File: src/design/bqf_pkg.sv
// Shared types, constants and the microcode program of the biquad filter.
// No dependencies; used by biquad_tdf2_filter.

package bqf_pkg;

	// fixed formats
	localparam int COEF_W          = 32;   // coefficient register width
	localparam int STATE_W         = 48;   // state / y width
	localparam int STATE_FRAC      = 39;   // fraction bits of state and y
	localparam int NUM_COEF        = 5;
	localparam int Y_LO_W          = 24;   // low slice of y fed to the multiplier
	localparam int CFG_IDX_W       = 3;
	localparam int DEF_SAMPLE_BITS = 24;
	localparam int DEF_COEF_FRAC   = 28;

	// step counter
	localparam int STEP_W = 4;
	typedef logic [STEP_W-1:0] step_t;

	// register indexes of the configuration port
	localparam logic [CFG_IDX_W-1:0] REG_FF_GAIN_0 = 3'd0;
	localparam logic [CFG_IDX_W-1:0] REG_FF_GAIN_1 = 3'd1;
	localparam logic [CFG_IDX_W-1:0] REG_FF_GAIN_2 = 3'd2;
	localparam logic [CFG_IDX_W-1:0] REG_FB_GAIN_1 = 3'd3;
	localparam logic [CFG_IDX_W-1:0] REG_FB_GAIN_2 = 3'd4;

	// multiplier A operand
	typedef enum logic [1:0] {
		MA_X,
		MA_YLO,
		MA_YHI
	} mul_a_t;

	// coefficient select, same order as the register indexes
	typedef enum logic [CFG_IDX_W-1:0] {
		C_B0 = REG_FF_GAIN_0,
		C_B1 = REG_FF_GAIN_1,
		C_B2 = REG_FF_GAIN_2,
		C_A1 = REG_FB_GAIN_1,
		C_A2 = REG_FB_GAIN_2
	} coef_sel_t;

	// product register operation
	typedef enum logic [1:0] {
		P_HOLD,
		P_LOAD_X,   // sample product, aligned to state scale
		P_LOAD,     // low partial product of y
		P_ADD_HI    // add high partial product of y, weighted by 2^24
	} prod_op_t;

	// accumulator operation (T = product floor-shifted to state scale)
	typedef enum logic [2:0] {
		A_HOLD,
		A_D1_ADD,   // acc = delay_one + T
		A_D2_ADD,   // acc = delay_two + T
		A_ZERO_ADD, // acc = T
		A_SUB       // acc = acc - T
	} acc_op_t;

	// saturated write-back target
	typedef enum logic [1:0] {
		W_NONE,
		W_Y,
		W_D1,
		W_D2
	} wr_t;

	// sequencing
	typedef enum logic [1:0] {
		SQ_NEXT,
		SQ_WAIT_IN, // hold until an input beat is taken
		SQ_EMIT     // hold until the output slot is free, then jump
	} seq_t;

	typedef struct packed {
		mul_a_t    mul_a;
		coef_sel_t coef;
		prod_op_t  prod_op;
		acc_op_t   acc_op;
		wr_t       wr;
		seq_t      seq;
		step_t     jump;
	} ctl_t;

	localparam ctl_t CTL_NOP = '{
		mul_a: MA_X, coef: C_B0, prod_op: P_HOLD, acc_op: A_HOLD,
		wr: W_NONE, seq: SQ_NEXT, jump: '0
	};

	// Microcode. Operands feed the registered multiplier, whose result loads the
	// product register, which feeds the accumulator; each lands in the step after its source.
	function automatic ctl_t ucode(input step_t step);
		ctl_t c;
		c = CTL_NOP;
		case (step)
			4'd1: begin
				c.mul_a = MA_X;   c.coef = C_B0;
			end
			4'd2: begin
				c.mul_a = MA_X;   c.coef = C_B1;
				c.prod_op = P_LOAD_X;
			end
			4'd3: begin
				c.prod_op = P_LOAD_X;
				c.acc_op  = A_D1_ADD;   // y = b0*x + d1
			end
			4'd4: begin
				c.wr     = W_Y;
				c.acc_op = A_D2_ADD;    // start n1 = b1*x + d2
			end
			4'd5: begin
				c.mul_a = MA_YLO; c.coef = C_A1;
			end
			4'd6: begin
				c.mul_a = MA_YHI; c.coef = C_A1;
				c.prod_op = P_LOAD;
			end
			4'd7: begin
				c.mul_a = MA_X;   c.coef = C_B2;
				c.prod_op = P_ADD_HI;
			end
			4'd8: begin
				c.mul_a = MA_YLO; c.coef = C_A2;
				c.prod_op = P_LOAD_X;
				c.acc_op  = A_SUB;      // n1 -= a1*y
			end
			4'd9: begin
				c.mul_a = MA_YHI; c.coef = C_A2;
				c.prod_op = P_LOAD;
				c.wr      = W_D1;
				c.acc_op  = A_ZERO_ADD; // start n2 = b2*x
			end
			4'd10: begin
				c.prod_op = P_ADD_HI;
			end
			4'd11: begin
				c.acc_op = A_SUB;       // n2 -= a2*y
			end
			4'd12: begin
				c.wr   = W_D2;
				c.seq  = SQ_EMIT;
				c.jump = '0;
			end
			default: begin
				c.seq = SQ_WAIT_IN;
			end
		endcase
		return c;
	endfunction

endpackage

File: src/design/biquad_tdf2_filter.sv
// Biquad IIR filter, transposed direct form II, microcoded over one shared
// multiplier. Depends on bqf_pkg (types, constants, microcode table).
//
// channel   dir  handshake            payload
// s_*       in   s_tvalid / s_tready  s_tdata: sample_in
// m_*       out  m_tvalid / m_tready  m_tdata: sample_out, m_tuser: clipped
// cfg_*     in   cfg_valid/cfg_ready  cfg_index, cfg_data (coefficients)
//
// Each sample runs one accept step and twelve microcode steps on the single
// 25-by-32-bit multiplier (seven products, y products in two halves). The
// next sample is taken the cycle after the result is loaded.
// Reset clears state, coefficients and the sequencer. A stalled output holds
// the last step until the output register is free; input waits meanwhile.

module biquad_tdf2_filter
	import bqf_pkg::*;
#(
	parameter int SAMPLE_BITS    = DEF_SAMPLE_BITS,
	parameter int COEF_FRAC_BITS = DEF_COEF_FRAC
) (
	input  logic                                clk,
	input  logic                                arst_n,
	// input stream
	input  logic                                s_tvalid,
	output logic                                s_tready,
	input  logic [((SAMPLE_BITS+7)/8)*8-1:0]    s_tdata,  // sample_in
	// output stream
	output logic                                m_tvalid,
	input  logic                                m_tready,
	output logic [((SAMPLE_BITS+7)/8)*8-1:0]    m_tdata,  // sample_out
	output logic                                m_tuser,  // clipped
	// configuration writes
	input  logic                                cfg_valid,
	output logic                                cfg_ready,
	input  logic [CFG_IDX_W-1:0]                cfg_index,
	input  logic [COEF_W-1:0]                   cfg_data
);

	localparam int DATA_W  = ((SAMPLE_BITS + 7) / 8) * 8;
	localparam int UP      = STATE_FRAC + 1 - SAMPLE_BITS; // sample alignment
	localparam int MA_W    = (SAMPLE_BITS > Y_LO_W + 1) ? SAMPLE_BITS : Y_LO_W + 1;
	localparam int MUL_W   = MA_W + COEF_W;
	localparam int PROD_W  = STATE_W + COEF_W;
	localparam int TERM_W  = PROD_W - COEF_FRAC_BITS;
	localparam int ACC_W   = TERM_W + 2;
	localparam int RND_W   = STATE_W + 1;

	localparam logic signed [ACC_W-1:0] ST_MAX =
		{{(ACC_W-STATE_W+1){1'b0}}, {(STATE_W-1){1'b1}}};
	localparam logic signed [ACC_W-1:0] ST_MIN = ~ST_MAX;
	localparam logic signed [RND_W-1:0] O_MAX =
		{{(RND_W-SAMPLE_BITS+1){1'b0}}, {(SAMPLE_BITS-1){1'b1}}};
	localparam logic signed [RND_W-1:0] O_MIN = ~O_MAX;
	localparam logic signed [RND_W-1:0] HALF  = RND_W'(1) <<< (UP - 1);

	// registers
	step_t                     step_q;
	logic signed [COEF_W-1:0]  coef_q [NUM_COEF];
	logic signed [STATE_W-1:0] d1_q, d2_q, y_q;
	logic signed [SAMPLE_BITS-1:0] x_q;
	logic signed [MUL_W-1:0]   mul_q;
	logic signed [PROD_W-1:0]  prod_q;
	logic signed [ACC_W-1:0]   acc_q;
	logic                      clip_q;
	logic [SAMPLE_BITS-1:0]    out_q;

	// control
	ctl_t ctl;
	logic step_go, out_load, in_take;

	assign ctl       = ucode(step_q);
	assign s_tready  = (ctl.seq == SQ_WAIT_IN);
	assign cfg_ready = 1'b1;
	assign in_take   = s_tvalid && s_tready;

	always_comb begin
		case (ctl.seq)
			SQ_NEXT:    step_go = 1'b1;
			SQ_WAIT_IN: step_go = s_tvalid;
			SQ_EMIT:    step_go = !m_tvalid || m_tready;
			default:    step_go = 1'b0;
		endcase
	end
	assign out_load = (ctl.seq == SQ_EMIT) && step_go;

	// step counter with jump on emit
	always_ff @(posedge clk or negedge arst_n) begin
		if (!arst_n) begin
			step_q <= '0;
		end else if (step_go) begin
			if (ctl.seq == SQ_EMIT) begin
				step_q <= ctl.jump;
			end else begin
				step_q <= step_t'(step_q + 1'b1);
			end
		end
	end

	// coefficient registers; unknown indexes are dropped
	always_ff @(posedge clk or negedge arst_n) begin
		if (!arst_n) begin
			for (int i = 0; i < NUM_COEF; i++) coef_q[i] <= '0;
		end else if (cfg_valid && cfg_ready && (cfg_index < CFG_IDX_W'(NUM_COEF))) begin
			coef_q[cfg_index] <= cfg_data;
		end
	end

	// multiplier operand A
	logic signed [MA_W-1:0] mul_a;
	always_comb begin
		case (ctl.mul_a)
			MA_X:    mul_a = MA_W'(x_q);
			MA_YLO:  mul_a = MA_W'($signed({1'b0, y_q[Y_LO_W-1:0]}));
			MA_YHI:  mul_a = MA_W'($signed(y_q[STATE_W-1:Y_LO_W]));
			default: mul_a = '0;
		endcase
	end

	// shared multiplier, registered
	always_ff @(posedge clk) begin
		mul_q <= MUL_W'(mul_a) * MUL_W'(coef_q[ctl.coef]);
	end

	// product register: exact product at coefficient scale
	always_ff @(posedge clk) begin
		case (ctl.prod_op)
			P_LOAD_X: prod_q <= PROD_W'(mul_q) <<< UP;
			P_LOAD:   prod_q <= PROD_W'(mul_q);
			P_ADD_HI: prod_q <= prod_q + (PROD_W'(mul_q) <<< Y_LO_W);
			default:  prod_q <= prod_q;
		endcase
	end

	// floor shift to state scale, then accumulate
	logic signed [ACC_W-1:0] term;
	assign term = ACC_W'($signed(prod_q[PROD_W-1:COEF_FRAC_BITS]));

	always_ff @(posedge clk) begin
		case (ctl.acc_op)
			A_D1_ADD:   acc_q <= ACC_W'(d1_q) + term;
			A_D2_ADD:   acc_q <= ACC_W'(d2_q) + term;
			A_ZERO_ADD: acc_q <= term;
			A_SUB:      acc_q <= acc_q - term;
			default:    acc_q <= acc_q;
		endcase
	end

	// saturate accumulator to 48 bits
	logic                      acc_sat;
	logic signed [STATE_W-1:0] acc_48;
	always_comb begin
		acc_sat = 1'b1;
		if (acc_q > ST_MAX) begin
			acc_48 = STATE_W'(ST_MAX);
		end else if (acc_q < ST_MIN) begin
			acc_48 = STATE_W'(ST_MIN);
		end else begin
			acc_48  = STATE_W'(acc_q);
			acc_sat = 1'b0;
		end
	end

	// write-back of y and state
	always_ff @(posedge clk or negedge arst_n) begin
		if (!arst_n) begin
			d1_q <= '0;
			d2_q <= '0;
		end else if (step_go) begin
			if (ctl.wr == W_D1) d1_q <= acc_48;
			if (ctl.wr == W_D2) d2_q <= acc_48;
		end
	end

	always_ff @(posedge clk) begin
		if (in_take) x_q <= $signed(s_tdata[SAMPLE_BITS-1:0]);
		if (step_go && (ctl.wr == W_Y)) y_q <= acc_48;
	end

	// clip flag over the item
	always_ff @(posedge clk or negedge arst_n) begin
		if (!arst_n) begin
			clip_q <= 1'b0;
		end else if (in_take) begin
			clip_q <= 1'b0;
		end else if (step_go && (ctl.wr != W_NONE) && acc_sat) begin
			clip_q <= 1'b1;
		end
	end

	// output rounding: add half an LSB, floor, saturate
	logic signed [RND_W-1:0] rnd_sum, rnd_q;
	logic                    o_sat;
	logic [SAMPLE_BITS-1:0]  o_val;
	always_comb begin
		rnd_sum = RND_W'(y_q) + HALF;
		rnd_q   = rnd_sum >>> UP;
		o_sat   = 1'b1;
		if (rnd_q > O_MAX) begin
			o_val = SAMPLE_BITS'(O_MAX);
		end else if (rnd_q < O_MIN) begin
			o_val = SAMPLE_BITS'(O_MIN);
		end else begin
			o_val = SAMPLE_BITS'(rnd_q);
			o_sat = 1'b0;
		end
	end

	// output register
	always_ff @(posedge clk or negedge arst_n) begin
		if (!arst_n) begin
			m_tvalid <= 1'b0;
		end else if (out_load) begin
			m_tvalid <= 1'b1;
		end else if (m_tready) begin
			m_tvalid <= 1'b0;
		end
	end

	always_ff @(posedge clk) begin
		if (out_load) begin
			out_q   <= o_val;
			m_tuser <= clip_q || acc_sat || o_sat;
		end
	end

	assign m_tdata = DATA_W'(out_q);

`ifndef SYNTHESIS
	// one item at a time: after an accept the input side closes
	a_one_item: assert property (@(posedge clk) disable iff (!arst_n)
		s_tvalid && s_tready |=> !s_tready)
		else $error("input accepted while an item is in flight");

	// a waiting result is never overwritten
	a_no_overwrite: assert property (@(posedge clk) disable iff (!arst_n)
		out_load |-> (!m_tvalid || m_tready))
		else $error("output register overwritten before it was taken");

	// after the result load the sequencer is back at the accept step
	a_emit_step: assert property (@(posedge clk) disable iff (!arst_n)
		out_load |=> (s_tready && (step_q == '0)))
		else $error("sequencer did not return to the accept step");
`endif

endmodule
File: config.mk
export PLATFORM = sky130hd
export DESIGN_NAME = biquad_tdf2_filter
export DESIGN_NICKNAME = d
export VERILOG_FILES = /design/src/design/bqf_pkg.sv /design/src/design/biquad_tdf2_filter.sv
export SDC_FILE = /design/constraint.sdc
export NUM_CORES = 2
export LEC_CHECK = 0
export BUFFER_PORTS_ARGS = -buffer_cell sky130_fd_sc_hd__clkbuf_2
export CAP_MARGIN = 20
export CORE_UTILIZATION = 60
export DETAILED_ROUTE_END_ITERATION = 16
export HOLD_SLACK_MARGIN = 0.03
export PLACE_DENSITY = 0.79
export SLEW_MARGIN = 25
export SYNTH_ARGS = -nofsm -noshare
export SYNTH_HDL_FRONTEND = slang
export SYNTH_SLANG_ARGS = --single-unit
File: constraint.sdc
create_clock -name clk -period 9 [get_ports clk]
set_input_delay 1.35 -clock clk [delete_from_list [all_inputs] [get_ports clk]]
set_output_delay 1.35 -clock clk [all_outputs]
set_load 0.02 [all_outputs]
# Yosys cells after proc, flatten, opt, wreduce, memory -nomap -nowiden
# Index checks and enable logic that the tools add are counted.
[word_totals]
output_inout_bits = 28
wordCells = 112
register_bits = 550
inputBits = 64
[op_classes]
addsub = 6
n_bitwise = 2
multipliers = 1
order_cmp = 8
muxes = 27
n_eq_ne = 26
n_reduce_logical = 25
[op_table]
columns = ["operator", "count"]
rows = [
  ["case mux 80 bit (3 select lines)", 1],
  ["case mux 54 bit (4 select lines)", 1],
  ["bitwise mux 160 bit", 1],
  ["adder 48 x 52 -> 53 bit", 2],
  ["binary-select mux 32 bit (select 3 bit)", 1],
  ["demux 32 bit (select 3 bit)", 1],
  ["2-to-1 mux 32 bit", 3],
  ["2-to-1 mux 48 bit", 2],
  ["adder 80 bit", 1],
  ["case mux 25 bit (3 select lines)", 1],
  ["multiplier 25 x 32 -> 57 bit", 1],
  ["greater-than comparator 54 x 48 -> 1 bit (second input constant)", 1],
  ["< comparator 54 x 48 -> 1 bit (second input constant)", 1],
  ["subtractor 54 x 52 -> 54 bit", 1],
  ["adder 48 x 17 -> 49 bit (second input constant)", 1],
  ["greater-than comparator 33 x 24 -> 1 bit (second input constant)", 1],
  ["< comparator 33 x 24 -> 1 bit (second input constant)", 1],
  ["case mux 5 bit (6 select lines)", 1],
  ["2-to-1 mux 24 bit", 1],
  ["equality test 4 bit (second input constant)", 5],
  ["equality test 4 x 3 -> 1 bit (second input constant)", 4],
  ["equality test 2 bit (second input constant)", 6],
  ["case mux 2 bit (3 select lines)", 2],
  ["case mux 3 bit (4 select lines)", 1],
  ["other kinds (26)", 54],
]

# Longest topological paths before layout
[logic_depth]
depth_word = 9
mapped_depth = 39

# Worst setup path before layout
# No wires, ideal clock.
[synth_path]
kind = "reg2reg"
start = "register step_q[0]"
end = "register mul_q[54]"
arrival_time_ns = 9.072
setup_time_ns = 0.072
path_stages_with_launch = 32
t_required_ns = 8.928
setup_slack_ns = -0.143
cell_sequence = "dfrtp_1 > inv_1 > ha_1 > clkbuf_1 > o31ai_1 > mux4_2 > mux2i_1 > clkbuf_1 > nor2_1 > fa_1 > inv_1 > fa_1 > inv_1 > fa_1 > fa_1 > fa_1 > fa_1 > inv_1 > fa_1 > inv_1 > ha_1 > a21o_1 > a21oi_1 > o21ai_0 > a221o_1 > nand2_1 > nand2_1 > a211oi_1 > o21ai_0 > nand3_1 > mux2i_1 > xor2_1"
[synth_via]
elab_chain_len = 7
elab_cells_between_ends = 16
classes_between = "1 x mul; 8 x eq/ne; 5 x mux; 1 x bitwise; 1 x reduce/logical"
[synth_rtl]
columns = ["element", "line", "source"]
rows = [
  ["from (decl)", "biquad_tdf2_filter.sv:57", "step_t step_q;"],
  ["from (signal assigned)", "biquad_tdf2_filter.sv:92", "step_q <= ctl.jump;"],
  ["from (signal assigned)", "biquad_tdf2_filter.sv:94", "step_q <= step_t'(step_q + 1'b1);"],
  ["equality test 4 bit, or another cell as far along", "bqf_pkg.sv:95", "case (step)"],
  ["case mux 5 bit (6 select lines) *", "bqf_pkg.sv:95", ""],
  ["NOT 3 -> 4 bit (not written as such)", "biquad_tdf2_filter.sv:121", "mul_q <= MUL_W'(mul_a) * MUL_W'(coef_q[ctl.coef]);"],
  ["binary-select mux 32 bit (select 3 bit)", "biquad_tdf2_filter.sv:121", ""],
  ["2-to-1 mux 32 bit (not written as such) (2 in a row)", "biquad_tdf2_filter.sv:121", ""],
  ["multiplier 25 x 32 -> 57 bit *", "biquad_tdf2_filter.sv:121", ""],
  ["to (signal assigned)", "biquad_tdf2_filter.sv:121", ""],
  ["to (decl)", "biquad_tdf2_filter.sv:61", "logic signed [MUL_W-1:0] mul_q;"],
]
# Every way passes the cells marked *; elsewhere a longest branch is shown, timed or not. The select of a mux whose other input is x is not followed.
# A chain may end at the register's enable or synchronous reset.

# Worst setup path after layout
[layout_path]
start = "register step_q[0]"
end = "register mul_q[53]"
# Same word-level chain as after synthesis.

==> metrics.md <==
| Metric | Value |
|---|---|
| CTS Buffer Depth | `3` |
| Total GRT Usage | `37.6%` |
| Yosys Warn Count | `0` |
| Worst hold path type | `reg -> reg` |
| Largest family of logic cells by synthesized area | `adder cells` |
| Clk sinks | `526` |
| Antenna violations before repair | `1` |
| Synthesized area | `60900 um^2` |
| Place WS | `-0.239 ns` |
| Share of layout cells above drive strength 1 | `14.5%` |
| Clock latency on the worst-skew pair | `0.70 ns` |
| Num CTS Buffers | `58` |
| DR vias/cell | `6.10` |
| H-tree levels | `2` |
| Post-layout nets | `7996` |
| Seq cells post-synth | `526` |
| Largest net degree at the start of global routing | `134` |
| CP max stage cell | `fa_2` |
| CP arrival | `9.49 ns` |
| Starting Density | `60.8%` |
| Post-synth EDFFs | `207` |
| Core area | `100000 um^2` |
| Gpl congestion | `1.00` |
| Final hold violation count | `0` |
| Die Y-Extent | `321 um` |
| Worst R2R End | `mul_q[53]$_DFF_P_` |
| Max Clock Skew | `0.0544 ns` |
| Global-route wire length before repair | `293000 um` |
| Syn Inst Count | `6462` |
| CTS tree | `done` |
| Worst setup path start | `step_q[0]$_DFFE_PN0P_` |
| Vias | `49691` |
| Die area | `103000 um^2` |
| Die extent in x | `321 um` |
| Row count | `116` |
| Adder-cell share of the synthesized area | `34.7%` |
| Post-DRT Antenna Nets | `0` |
| DRT Pass-1 Iters | `7` |
| Area leader, netlist | `fa_1` |
| Buffers added on ports | `90` |
| Initial drt markers | `5139` |
| Netlist cell types | `92` |
| Vias in the first global route | `50815` |
| Mean Syn Cell Area | `9.43 um^2` |
| Cell family with most CP delay | `adder cells` |
| WP depth | `33` |
| Register area share after synthesis | `22.8%` |
| Critical path endpoint | `mul_q[53]$_DFF_P_` |
| Max-cap violation count | `0` |
| Crit path max fanout | `8` |
| Area growth syn-to-layout | `12.5%` |
| Crit path capture type | `register` |
| Most used DFF post-synth | `dfrtp_1` |
| Seq. cell area | `13900 um^2` |
| Max_slew headroom | `32.7%` |
| Grt total ovfl | `0` |
| Period minus WS final | `8.88 ns` |
| Critical path's largest stage delay | `0.65 ns` |
| DP Area | `65700 um^2` |
| CP Launch Type | `register` |
| CTS clk-pin slew, worst paths | `0.06 ns` |
| Post-DP HPWL | `152000 um` |
| Routed length per instance | `23.8 um` |
| Worst R2R Start | `step_q[0]$_DFFE_PN0P_` |
| IO Pins | `92` |
| Bufs and invs on worst path | `11` |
| Final Cycle Share | `98.7%` |
| Worst r2r path cells | `33` |
| Simple-gate share of the synthesized area | `11.5%` |
| Slew at the pin with the worst max-slew slack | `1.01 ns` |
| Fmax | `113 MHz` |
| Critical Path RT | `9.61 ns` |
| Synth async-reset ratio | `49.8%` |
| Syn Nets | `7722` |
| CTS Root Cell | `clkbuf_16` |
| Multiplexer share of the synthesized area | `5.93%` |
| Area contributors post-synth | `fa_1, dfrtp_1, edfxtp_1, ha_1, inv_1` |
| Slack of the worst reg-to-reg path | `0.12 ns` |
| Routed wire length | `193000 um` |
| XOR/XNOR share of the synthesized area | `3.94%` |
| Status | `completed` |
| Pins Over Slew Limit | `0` |
| Final Instance Area | `68600 um^2` |
| Complex-gate fraction of the synthesized area | `13.2%` |
| Critical path type | `reg -> reg` |
| Setup slack after layout | `0.115 ns` |
| Fillers | `7749` |
| Residual DRC | `0` |
| Yosys top cell area share | `27.0%` |
| Setup violators final | `0` |
| Area of the multi-input gates | `42800 um^2` |
==> state kept, by name, summed over array words and instances (netlist names), 24 cells and up <==
register	flops
coef_q	160
y_q	48
m_tdata	24
d1_q	48
acc_q	54
prod_q	56
d2_q	48
mul_q	57
x_q	24
==> logic make-up after synthesis <==
family	after synthesis
buffers and inverters	1282
XOR/XNOR	274
other	1
multiplexers	297
adder cells (fa/ha/maj)	1196
AND/OR/NAND/NOR	1614
flip-flops	526
AO/OA/AOI/OAI	1272
==> worst min path at each step <==
stage,start,slack (ns),to,depth (start not counted)
2_1_floorplan,clip_q$_DFFE_PN0P_,0.45,clip_q$_DFFE_PN0P_,2
3_3_place_gp,d1_q[24]$_DFFE_PN0P_,0.47,d1_q[24]$_DFFE_PN0P_,2
3_5_place_dp,d1_q[46]$_DFFE_PN0P_,0.48,d1_q[46]$_DFFE_PN0P_,2
6_report,d1_q[31]$_DFFE_PN0P_,0.49,d1_q[31]$_DFFE_PN0P_,2
4_1_cts,d1_q[31]$_DFFE_PN0P_,0.49,d1_q[31]$_DFFE_PN0P_,2
5_1_grt,coef_q[89]$_DFFE_PN0P_,0.51,coef_q[89]$_DFFE_PN0P_,1
==> area by class of cell <==
class	instances	area share [%]
multi-input cells	4655	62.4
repair buffers	511	6.53
well taps	1357	2.48
flip-flops and latches	526	20.3
clock buffers	83	2.49
clock inverters	24	0.411
diodes	1	0.00365
inverters	984	5.39
==> cells in the mapped netlist (41+ instances only) <==
cell type	instances
xnor2_1	168
nand2_1	608
inv_1	983
edfxtp_1	207
a21oi_1	391
xor2_1	106
nor2_1	621
dfrtp_1	262
clkbuf_1	276
a21o_1	135
nor3_1	41
mux2_2	194
nand2b_1	55
fa_1	823
o21a_1	45
o21ai_0	301
mux2i_1	71
nand4_1	50
dfxtp_1	57
ha_1	373
a22oi_1	52
nand3_1	77
==> worst min-delay path: cells and delay by family (launching register included) <==
kind / cells / cell delay, ns
AO/OA/AOI/OAI: 1 / 0.06
AND/OR/NAND/NOR: 1 / 0.05
flip-flops: 1 / 0.35
==> stage by stage <==
stage	std cells	hold WS [ns]	setup TNS [ns]	utilization, %
after global routing	8141	0.513	-0.652	68.4
after floorplan	6462	0.455	0	-
after detailed placement	7988	0.478	-0.736	65.5
after CTS	8096	0.492	0	67.5
after global placement	7987	0.469	-0.0647	65.4
final	8141	0.492	0	68.4
==> layer usage <==
layer	part of all wire, %	routed length [um]	GRT usage (%)
met4	6.4	12400	19.9
met5	0	0	0
met2	46	88600	60.5
met3	9.6	18600	6.43
met1	38	73900	49.0
==> placed cells by master, fill, tap and decap left out, types with 168 or more instances in the layout <==
master    synthesis  routed
a21oi_1         391     371
buf_4             1     345
dfrtp_1         262     260
edfxtp_1        207     207
fa_1            823     802
ha_1            373     364
inv_1           983     975
mux2_2          194     186
nand2_1         608     603
nor2_1          621     611
o21ai_0         301     286
xnor2_1         168     168
==> repair_timing <==
action	4_1_cts	5_1_grt
gates resized for setup	10	109
endpoints found under the setup margin	7	15
pin swaps	3	63
buffers inserted	1	40
gates cloned	0	3
hold buffers	0	0
Power is left out: the tool's default activity adds up to more than one toggle a clock period on the data nets, which glitch-free logic cannot reach.
